$ cat src/hdl/jpa1_pkg.sv
`timescale 1ns / 1ps
// shared types and constants for the jpeg app1 marker scanner
// no dependencies

package jpa1_pkg;

    localparam int OFFSET_BITS_DEF = 32;
    localparam int FLEN_W          = 32;
    localparam int POFF_W          = 32;
    localparam int PLEN_W          = 16;
    localparam int STAT_W          = 3;

    localparam logic [7:0] BYTE_FF   = 8'hFF;
    localparam logic [7:0] BYTE_SOI  = 8'hD8;
    localparam logic [7:0] BYTE_SOS  = 8'hDA;
    localparam logic [7:0] BYTE_APP1 = 8'hE1;

    localparam logic [STAT_W-1:0] ST_APP1_FOUND = 3'd0;
    localparam logic [STAT_W-1:0] ST_NO_SOI     = 3'd1;
    localparam logic [STAT_W-1:0] ST_BAD_MARKER = 3'd2;
    localparam logic [STAT_W-1:0] ST_SOS        = 3'd3;
    localparam logic [STAT_W-1:0] ST_TRUNCATED  = 3'd4;
    localparam logic [STAT_W-1:0] ST_END_DATA   = 3'd5;
    localparam logic [STAT_W-1:0] ST_BAD_LENGTH = 3'd6;

    typedef struct packed {
        logic              valid;
        logic [STAT_W-1:0] status;
        logic [POFF_W-1:0] offset;
        logic [PLEN_W-1:0] length;
    } t_result;

endpackage

$ cat src/hdl/jpa1_scan.sv
`timescale 1ns / 1ps
// marker walk state and per-beat decision logic
// depends on jpa1_pkg

module jpa1_scan #(
    parameter int OFFSET_BITS = jpa1_pkg::OFFSET_BITS_DEF
) (
    input  logic                         i_clk,
    input  logic                         i_rst_n,
    input  logic                         i_step,
    input  logic [7:0]                   i_byte,
    input  logic                         i_last,
    input  logic [jpa1_pkg::FLEN_W-1:0]  i_file_length,
    output jpa1_pkg::t_result            o_result
);
    import jpa1_pkg::*;

    localparam int CW = ((OFFSET_BITS > FLEN_W) ? OFFSET_BITS : FLEN_W) + 18;

    typedef enum logic [2:0] {
        PH_START0, PH_START1, PH_MARK, PH_CODE, PH_LENHI, PH_LENLO, PH_SKIP
    } t_phase;

    t_phase                 r_phase, n_phase;
    logic [OFFSET_BITS-1:0] r_pos, n_pos;
    logic [7:0]             r_marker, n_marker;
    logic [7:0]             r_len_hi, n_len_hi;
    logic [PLEN_W-1:0]      r_skip, n_skip;
    logic                   r_done, n_done;

    logic [FLEN_W-1:0] lim;
    logic [CW-1:0]     p_x, lim_x, len_x, target_x;
    logic [PLEN_W-1:0] len16, skip_dec;
    t_result           res;

    assign lim      = (i_file_length >= FLEN_W'(2)) ? i_file_length - FLEN_W'(2) : '0;
    assign p_x      = CW'(r_pos);
    assign lim_x    = CW'(lim);
    assign len16    = {r_len_hi, i_byte};
    assign len_x    = CW'(len16);
    assign target_x = p_x - CW'(1) + len_x;
    assign skip_dec = (r_skip != '0) ? r_skip - PLEN_W'(1) : r_skip;

    always_comb begin
        n_phase  = r_phase;
        n_pos    = r_pos;
        n_marker = r_marker;
        n_len_hi = r_len_hi;
        n_skip   = r_skip;
        n_done   = r_done;
        res      = '0;
        if (!r_done) begin
            case (r_phase)
                PH_START0: begin
                    if (i_file_length < FLEN_W'(2) || i_byte != BYTE_FF) begin
                        res.valid  = 1'b1;
                        res.status = ST_NO_SOI;
                    end else begin
                        n_phase = PH_START1;
                    end
                end
                PH_START1: begin
                    res.valid = 1'b1;
                    if (i_byte != BYTE_SOI) begin
                        res.status = ST_NO_SOI;
                    end else if (!(lim > FLEN_W'(2))) begin
                        res.status = ST_END_DATA;
                    end else begin
                        res.valid = 1'b0;
                        n_phase   = PH_MARK;
                    end
                end
                PH_MARK: begin
                    if (i_byte != BYTE_FF) begin
                        res.valid  = 1'b1;
                        res.status = ST_BAD_MARKER;
                    end else begin
                        n_phase = PH_CODE;
                    end
                end
                PH_CODE: begin
                    res.valid = 1'b1;
                    if (i_byte == BYTE_FF) begin
                        // fill byte before the marker code
                        res.status = ST_END_DATA;
                        if (p_x < lim_x) begin
                            res.valid = 1'b0;
                        end
                    end else if (i_byte == BYTE_SOS) begin
                        res.status = ST_SOS;
                    end else if (p_x + CW'(3) >= lim_x) begin
                        res.status = ST_TRUNCATED;
                    end else begin
                        res.valid = 1'b0;
                        n_marker  = i_byte;
                        n_phase   = PH_LENHI;
                    end
                end
                PH_LENHI: begin
                    n_len_hi = i_byte;
                    n_phase  = PH_LENLO;
                end
                PH_LENLO: begin
                    res.valid = 1'b1;
                    if (r_marker == BYTE_APP1 && len16 < PLEN_W'(2)) begin
                        res.status = ST_BAD_LENGTH;
                    end else if (r_marker == BYTE_APP1 && target_x <= lim_x) begin
                        res.status = ST_APP1_FOUND;
                        res.offset = POFF_W'(p_x + CW'(1));
                        res.length = len16 - PLEN_W'(2);
                    end else if (len16 < PLEN_W'(2)) begin
                        res.status = ST_BAD_MARKER;
                    end else if (!(target_x < lim_x)) begin
                        res.status = ST_END_DATA;
                    end else begin
                        res.valid = 1'b0;
                        n_skip    = len16 - PLEN_W'(2);
                        n_phase   = (len16 != PLEN_W'(2)) ? PH_SKIP : PH_MARK;
                    end
                end
                PH_SKIP: begin
                    n_skip = skip_dec;
                    if (skip_dec == '0) begin
                        n_phase = PH_MARK;
                    end
                end
                default: begin
                    n_phase = PH_START0;
                end
            endcase
            if (res.valid) begin
                n_done = 1'b1;
            end
            if (r_pos != '1) begin
                n_pos = r_pos + OFFSET_BITS'(1);
            end
        end
        if (i_last) begin
            if (!r_done && !res.valid) begin
                res.valid  = 1'b1;
                res.status = ST_TRUNCATED;
            end
            n_phase  = PH_START0;
            n_pos    = '0;
            n_marker = '0;
            n_len_hi = '0;
            n_skip   = '0;
            n_done   = 1'b0;
        end
    end

    always_ff @(posedge i_clk) begin
        if (!i_rst_n) begin
            r_phase  <= PH_START0;
            r_pos    <= '0;
            r_marker <= '0;
            r_len_hi <= '0;
            r_skip   <= '0;
            r_done   <= 1'b0;
        end else if (i_step) begin
            r_phase  <= n_phase;
            r_pos    <= n_pos;
            r_marker <= n_marker;
            r_len_hi <= n_len_hi;
            r_skip   <= n_skip;
            r_done   <= n_done;
        end
    end

    assign o_result = res;

endmodule

$ cat src/hdl/jpeg_app1_marker_scanner.sv
`timescale 1ns / 1ps
// jpeg app1 marker scanner, top level
// depends on jpa1_pkg and jpa1_scan
//
// usage:
//   write the file's byte count on i_cfg_wr_data with i_cfg_wr_en before the file
//   stream the file one byte per beat on the slave side, i_s_tlast on the final byte
//   at most one result beat per file on the master side: status in tuser,
//   payload offset and length in tdata (zero unless status is app1 found)
//   bytes after the decision are consumed and dropped until tlast
// timing:
//   one byte per cycle sustained unless a result waits on i_m_tready; a beat is held in the input register,
//   then the walk logic decides and the result register is loaded
// reset:
//   i_rst_n low clears the walk state, file length and the valid flags of both registers
// stalls:
//   while a result waits on i_m_tready the input register still takes a beat;
//   further bytes stall only once that beat needs to move on

module jpeg_app1_marker_scanner #(
    parameter int OFFSET_BITS = jpa1_pkg::OFFSET_BITS_DEF
) (
    input  logic                          i_clk,
    input  logic                          i_rst_n,
    input  logic                          i_cfg_wr_en,
    input  logic [jpa1_pkg::FLEN_W-1:0]   i_cfg_wr_data,
    input  logic                          i_s_tvalid,
    output logic                          o_s_tready,
    input  logic [7:0]                    i_s_tdata,   // data_byte
    input  logic                          i_s_tlast,   // last_byte
    output logic                          o_m_tvalid,
    input  logic                          i_m_tready,
    output logic [47:0]                   o_m_tdata,   // payload_offset, payload_length
    output logic [jpa1_pkg::STAT_W-1:0]   o_m_tuser    // status
);
    import jpa1_pkg::*;

    logic [FLEN_W-1:0] r_file_length;
    logic              r_in_valid;
    logic [7:0]        r_in_byte;
    logic              r_in_last;
    logic              r_out_valid;
    logic [STAT_W-1:0] r_out_status;
    logic [POFF_W-1:0] r_out_offset;
    logic [PLEN_W-1:0] r_out_length;

    logic    can_proc;
    logic    step;
    t_result result;

    assign can_proc   = !r_out_valid || i_m_tready;
    assign step       = r_in_valid && can_proc;
    assign o_s_tready = !r_in_valid || can_proc;

    jpa1_scan #(
        .OFFSET_BITS (OFFSET_BITS)
    ) u_scan (
        .i_clk         (i_clk),
        .i_rst_n       (i_rst_n),
        .i_step        (step),
        .i_byte        (r_in_byte),
        .i_last        (r_in_last),
        .i_file_length (r_file_length),
        .o_result      (result)
    );

    always_ff @(posedge i_clk) begin
        if (!i_rst_n) begin
            r_file_length <= '0;
            r_in_valid    <= 1'b0;
            r_out_valid   <= 1'b0;
        end else begin
            if (i_cfg_wr_en) begin
                r_file_length <= i_cfg_wr_data;
            end
            if (o_s_tready) begin
                r_in_valid <= i_s_tvalid;
            end
            if (can_proc) begin
                r_out_valid <= step && result.valid;
            end
        end
    end

    // payload registers
    always_ff @(posedge i_clk) begin
        if (o_s_tready && i_s_tvalid) begin
            r_in_byte <= i_s_tdata;
            r_in_last <= i_s_tlast;
        end
        if (step && result.valid) begin
            r_out_status <= result.status;
            r_out_offset <= result.offset;
            r_out_length <= result.length;
        end
    end

    assign o_m_tvalid = r_out_valid;
    assign o_m_tdata  = {r_out_length, r_out_offset};
    assign o_m_tuser  = r_out_status;

endmodule

$ cat config.mk
export PLATFORM = sky130hd
export DESIGN_NAME = jpeg_app1_marker_scanner
export DESIGN_NICKNAME = d
export VERILOG_FILES = /design/src/hdl/jpa1_pkg.sv /design/src/hdl/jpa1_scan.sv /design/src/hdl/jpeg_app1_marker_scanner.sv
export SDC_FILE = /design/constraint.sdc
export NUM_CORES = 1
export LEC_CHECK = 0
export BUFFER_PORTS_ARGS = -buffer_cell sky130_fd_sc_hd__buf_2
export CAP_MARGIN = 25
export CELL_PAD_IN_SITES_DETAIL_PLACEMENT = 1
export CELL_PAD_IN_SITES_GLOBAL_PLACEMENT = 2
export CORE_MARGIN = 2
export CORE_UTILIZATION = 40
export CTS_BUF_LIST = sky130_fd_sc_hd__clkbuf_16
export CTS_CLUSTER_DIAMETER = 30
export DETAILED_ROUTE_END_ITERATION = 7
export PLACE_DENSITY = 0.86
export SYNTH_ARGS = -nofsm -noshare
export SYNTH_HDL_FRONTEND = slang
export SYNTH_SLANG_ARGS = --single-unit
$ cat constraint.sdc
create_clock -name i_clk -period 19.2 [get_ports i_clk]
set_input_delay 3.84 -clock i_clk [delete_from_list [all_inputs] [get_ports i_clk]]
set_output_delay 3.84 -clock i_clk [all_outputs]
set_load 0.05 [all_outputs]
==> flow_results.org <==
** Outcome
- The flow ran to the end, and the final reports show no timing, DRC or antenna violations.

** Yosys
- Counting flops with an async set or reset pin after synthesis yields a share of 0%.
- The number of nets handed over by synthesis was 1865.
- Summing the areas of all xor and xnor instances in the mapped netlist gives 9.89% of the synthesized area.
- The average instance in the mapped netlist occupies 8.00 µm².
- After Yosys synthesis, and, or, nand and nor cells account for 26.9% of the synthesized area.
- The share of the Yosys chip area taken by registers is 28.4%.
- After synthesis, the largest family of logic cells by area is simple AND/OR/NAND/NOR gates.
- The cell count after synthesis came out at 1695.
- Arithmetic-cell share of the synthesized area counting full adders, half adders and majority gates :: 11.5%
- Number of enable flip-flop cells after synthesis :: 60
- Count of cell types in the netlist :: 78
- In this run, synthesis produced a sequential element count of 162.
- Yosys printed 0 warnings.
- The synthesized netlist devotes 16.9% of its cell area to compound gates.
- Share of synthesized area spent on multiplexers :: 2.66%
- For this run, the leading register cell type out of synthesis is dfxtp_1.
- Netlist Area Pre-Place :: 13600 µm²

** Clock tree
- Post-CTS setup-driven buffer insertion count :: 0
- Source-to-sink clock delay at the later pin of the worst-skew pair :: 470 ps
- The number of clock buffers added by TritonCTS is 17.
- CTS built an H-tree with a depth of 4.
- CTS tree :: done
- Clock root buffer :: clkbuf_16
- After clock tree synthesis, the repair step resized 0 gates.
- # hold bufs at CTS :: 0
- Maximum clock insertion buffer count :: 2
- After clock tree synthesis, the clock-pin slew on the worst setup and hold paths is 60 ps.
- Sink count of the clock tree :: 162

** Floorplanning
- The initial utilization of the core area, before any placement, comes to 40.5%.
- Die W :: 188 µm
- # rows :: 67
- Die ar. :: 35400 µm²
- The die is 188 µm tall.
- Area of the core region :: 33400 µm²
- Pin placement for this block handled 99 I/O pins.

** Route
- The first detailed-routing pass ran for 5 iterations.
- Dividing the detail-routed via count by the number of cells gives 5.93.
- Average routed wire per standard cell :: 21.8 µm
- Via total after detailed routing :: 13000
- Detailed Route Iter0 Violations :: 916
- After detailed routing, the total wire length is 47600 µm.
- In the routed design, unresolved DRC markers number 0.
- Count of nets left with antenna violations after detail routing :: 0

** Setup path
- Largest fanout of any net on the critical path :: 3
- Worst EP arrival :: 4480 ps
- On the critical path, the stage with the largest delay is an instance of buf_2.
- Sort of element at the end of the critical path :: primary output
- The worst setup path is of the input pin to primary output kind.
- Walking the worst path, the cells encountered are buf_2 -> nor2b_1 -> nand2_1 -> buf_2.
- For this run, the slowest stage of the critical path takes 220 ps.
- STA classifies the critical path startpoint as an input pin.
- Required time at the endpoint of the critical path :: 15360 ps
- Counting stages on the worst path, the most repeated cell is buf_2.

** Power and ir drop
- Leakage power summed over all cells :: 6.10 nW
- Power comes to 960 µW.
- Dividing total power by cell area gives a power density of 64.3 nW/µm².
- The worst-case IR drop observed on VDD is 0.0000682 V.

** Timing
- The final critical path takes up 43.3% of the cycle.
- Measured against its own limit, the worst slew margin works out to 34.3%.
- Timing would allow up to 120 MHz.
- Setup repair after global routing missed its margin :: no
- After routing, the total negative slack on setup checks comes to 0 ps.
- Worst Tran Pin Value :: 985 ps
- Final number of setup-violating endpoints :: 0
- The number of slew-limit violations in the final report is 0.
- The clock arrives with 13.1 ps of skew.
- Final min period :: 8320 ps
- The count of final hold-check violations is 0.

** Global route
- Global routing used 27.0% of the available tracks across all layers.
- The total overflow left after global routing is 0.
- The via count of the first global-routing pass came to 13000.
- Wire length of the first global-routing pass :: 74800 µm
- Number of antenna violations at the first check in global routing :: 0
- Largest net degree at the start of global routing :: 84

** Finish
- Share of cells above drive strength 1 :: 10.1%
- Area growth syn-to-layout :: 10.1%
- 0 antenna diodes ended up in the layout.
- After the last flow step, the layout net total stands at 1895.

** Run
- Max-cap violations in this run came to 0.

** Min path
- The worst hold path belongs to the class flip-flop to flip-flop.

** Placement
- Port buffering added 98 buffers.
- Routability-driven placement finished with a final weighted congestion of 0.914.
- HPWL after detailed placement :: 37000 µm
[registers in the layout, summed over array words and instances (netlist names)]
signal and count:
r_file_length 32, r_out_offset 32, u_scan.r_pos 32, r_out_length 16
u_scan.r_skip 16, r_in_byte 8, u_scan.r_len_hi 8, u_scan.r_marker 8
o_m_tuser 3, u_scan.r_phase 3, o_m_tvalid 1, r_in_last 1
r_in_valid 1, u_scan.r_done 1
[critical path, delay by kind of cell]
| kind | cells | cell delay, ps |
|---|---|---|
| buffers and inverters | 2 | 320 |
| AND/OR/NAND/NOR | 2 | 310 |
[worst paths after layout]
path | from | end | cells past startpoint | slack, ps
max | i_m_tready | o_s_tready | 4 | 10880
min reg2reg | u_scan.r_skip[12] | u_scan.r_skip[12] | 1 | 510
max reg2reg | u_scan.r_pos[2] | r_out_offset[17] | 25 | 10890
min | u_scan.r_skip[12] | u_scan.r_skip[12] | 1 | 510
[metrics by stage]
step / utilization, % / instance area [µm²] / worst slack [ps] / hold WS (ps) / instances
final: 44.6 / 14900 / 10880 / 509 / 2186
after global routing: 44.6 / 14900 / 10450 / 531 / 2186
after CTS: 44.5 / 14900 / 10890 / 508 / 2184
after detailed placement: 42.9 / 14300 / 10890 / 496 / 2152
after global placement: 42.9 / 14300 / 10950 / 469 / 2151
after floorplan: - / 13600 / 9270 / 449 / 1695
[placed cells by master, fill, tap and decap left out, types with 4 or more instances in the layout]
master / n
xor2_1: 63
o41ai_1: 4
o211ai_1: 10
clkbuf_16: 18
and3_1: 21
o21ai_0: 71
a31oi_1: 12
or4_1: 11
or2_2: 11
nand2_1: 151
dfxtp_1: 102
buf_4: 13
nand2b_1: 14
or3_1: 35
o2bb2ai_1: 8
a22oi_1: 21
nand3b_1: 14
inv_6: 4
o21bai_1: 6
inv_1: 35
edfxtp_1: 60
a21oi_1: 117
a21o_1: 34
buf_2: 98
nand4_1: 39
nor2_1: 234
o31ai_1: 6
mux2i_1: 36
and4_1: 9
nor3b_1: 5
and2_1: 16
a211oi_1: 7
nor2b_1: 11
nand3_1: 47
a21boi_0: 4
xnor2_1: 90
nor3_1: 60
ha_1: 123
nor4_1: 36
[cell usage after synthesis, drive strengths merged (35+ instances only)]
master,instances,area (µm²)
edfxtp,60,1800
ha,123,1540
or3,35,219
xor2,63,552
xnor2,90,788
mux2i,36,360
o21ai,73,365
a21oi,117,586
nor4,40,293
dfxtp,102,2040
nor3,62,315
nand2,151,567
clkbuf,88,330
nand4,41,278
nor2,235,882
nand3,47,235
[logic make-up after synthesis]
kind of cell | Yosys count
compound gates | 351
buf+inv | 136
simple gates | 733
mux | 36
fa+ha+maj | 124
flops | 162
xor+xnor | 153
[layer usage]
layer	global-route usage (%)	part of all wire, %	up-vias
met4	6.12	1.3	0
met5	0	0	-
li1	-	-	6187
met2	45.9	48	343
met1	35.9	46	6379
met3	4.10	5.0	44
[area by class of cell]
class / instances / area [µm²]
timing repair buffer: 113 / 623
sequential: 162 / 3840
clock inverter: 14 / 100
tap: 448 / 561
fill: 4085 / 18500
clock buffer: 18 / 450
inverter: 34 / 128
multi-input combinational: 1397 / 9220
[power by group]
group | switching [mW] | leakage (nW) | internal [mW]
clock | 0.160 | 0.277 | 0.174
sequential | 0.0123 | 1.45 | 0.364
combinational | 0.158 | 4.38 | 0.0912
total | 0.330 | 6.10 | 0.630
Power figures use the tool's default switching activity.
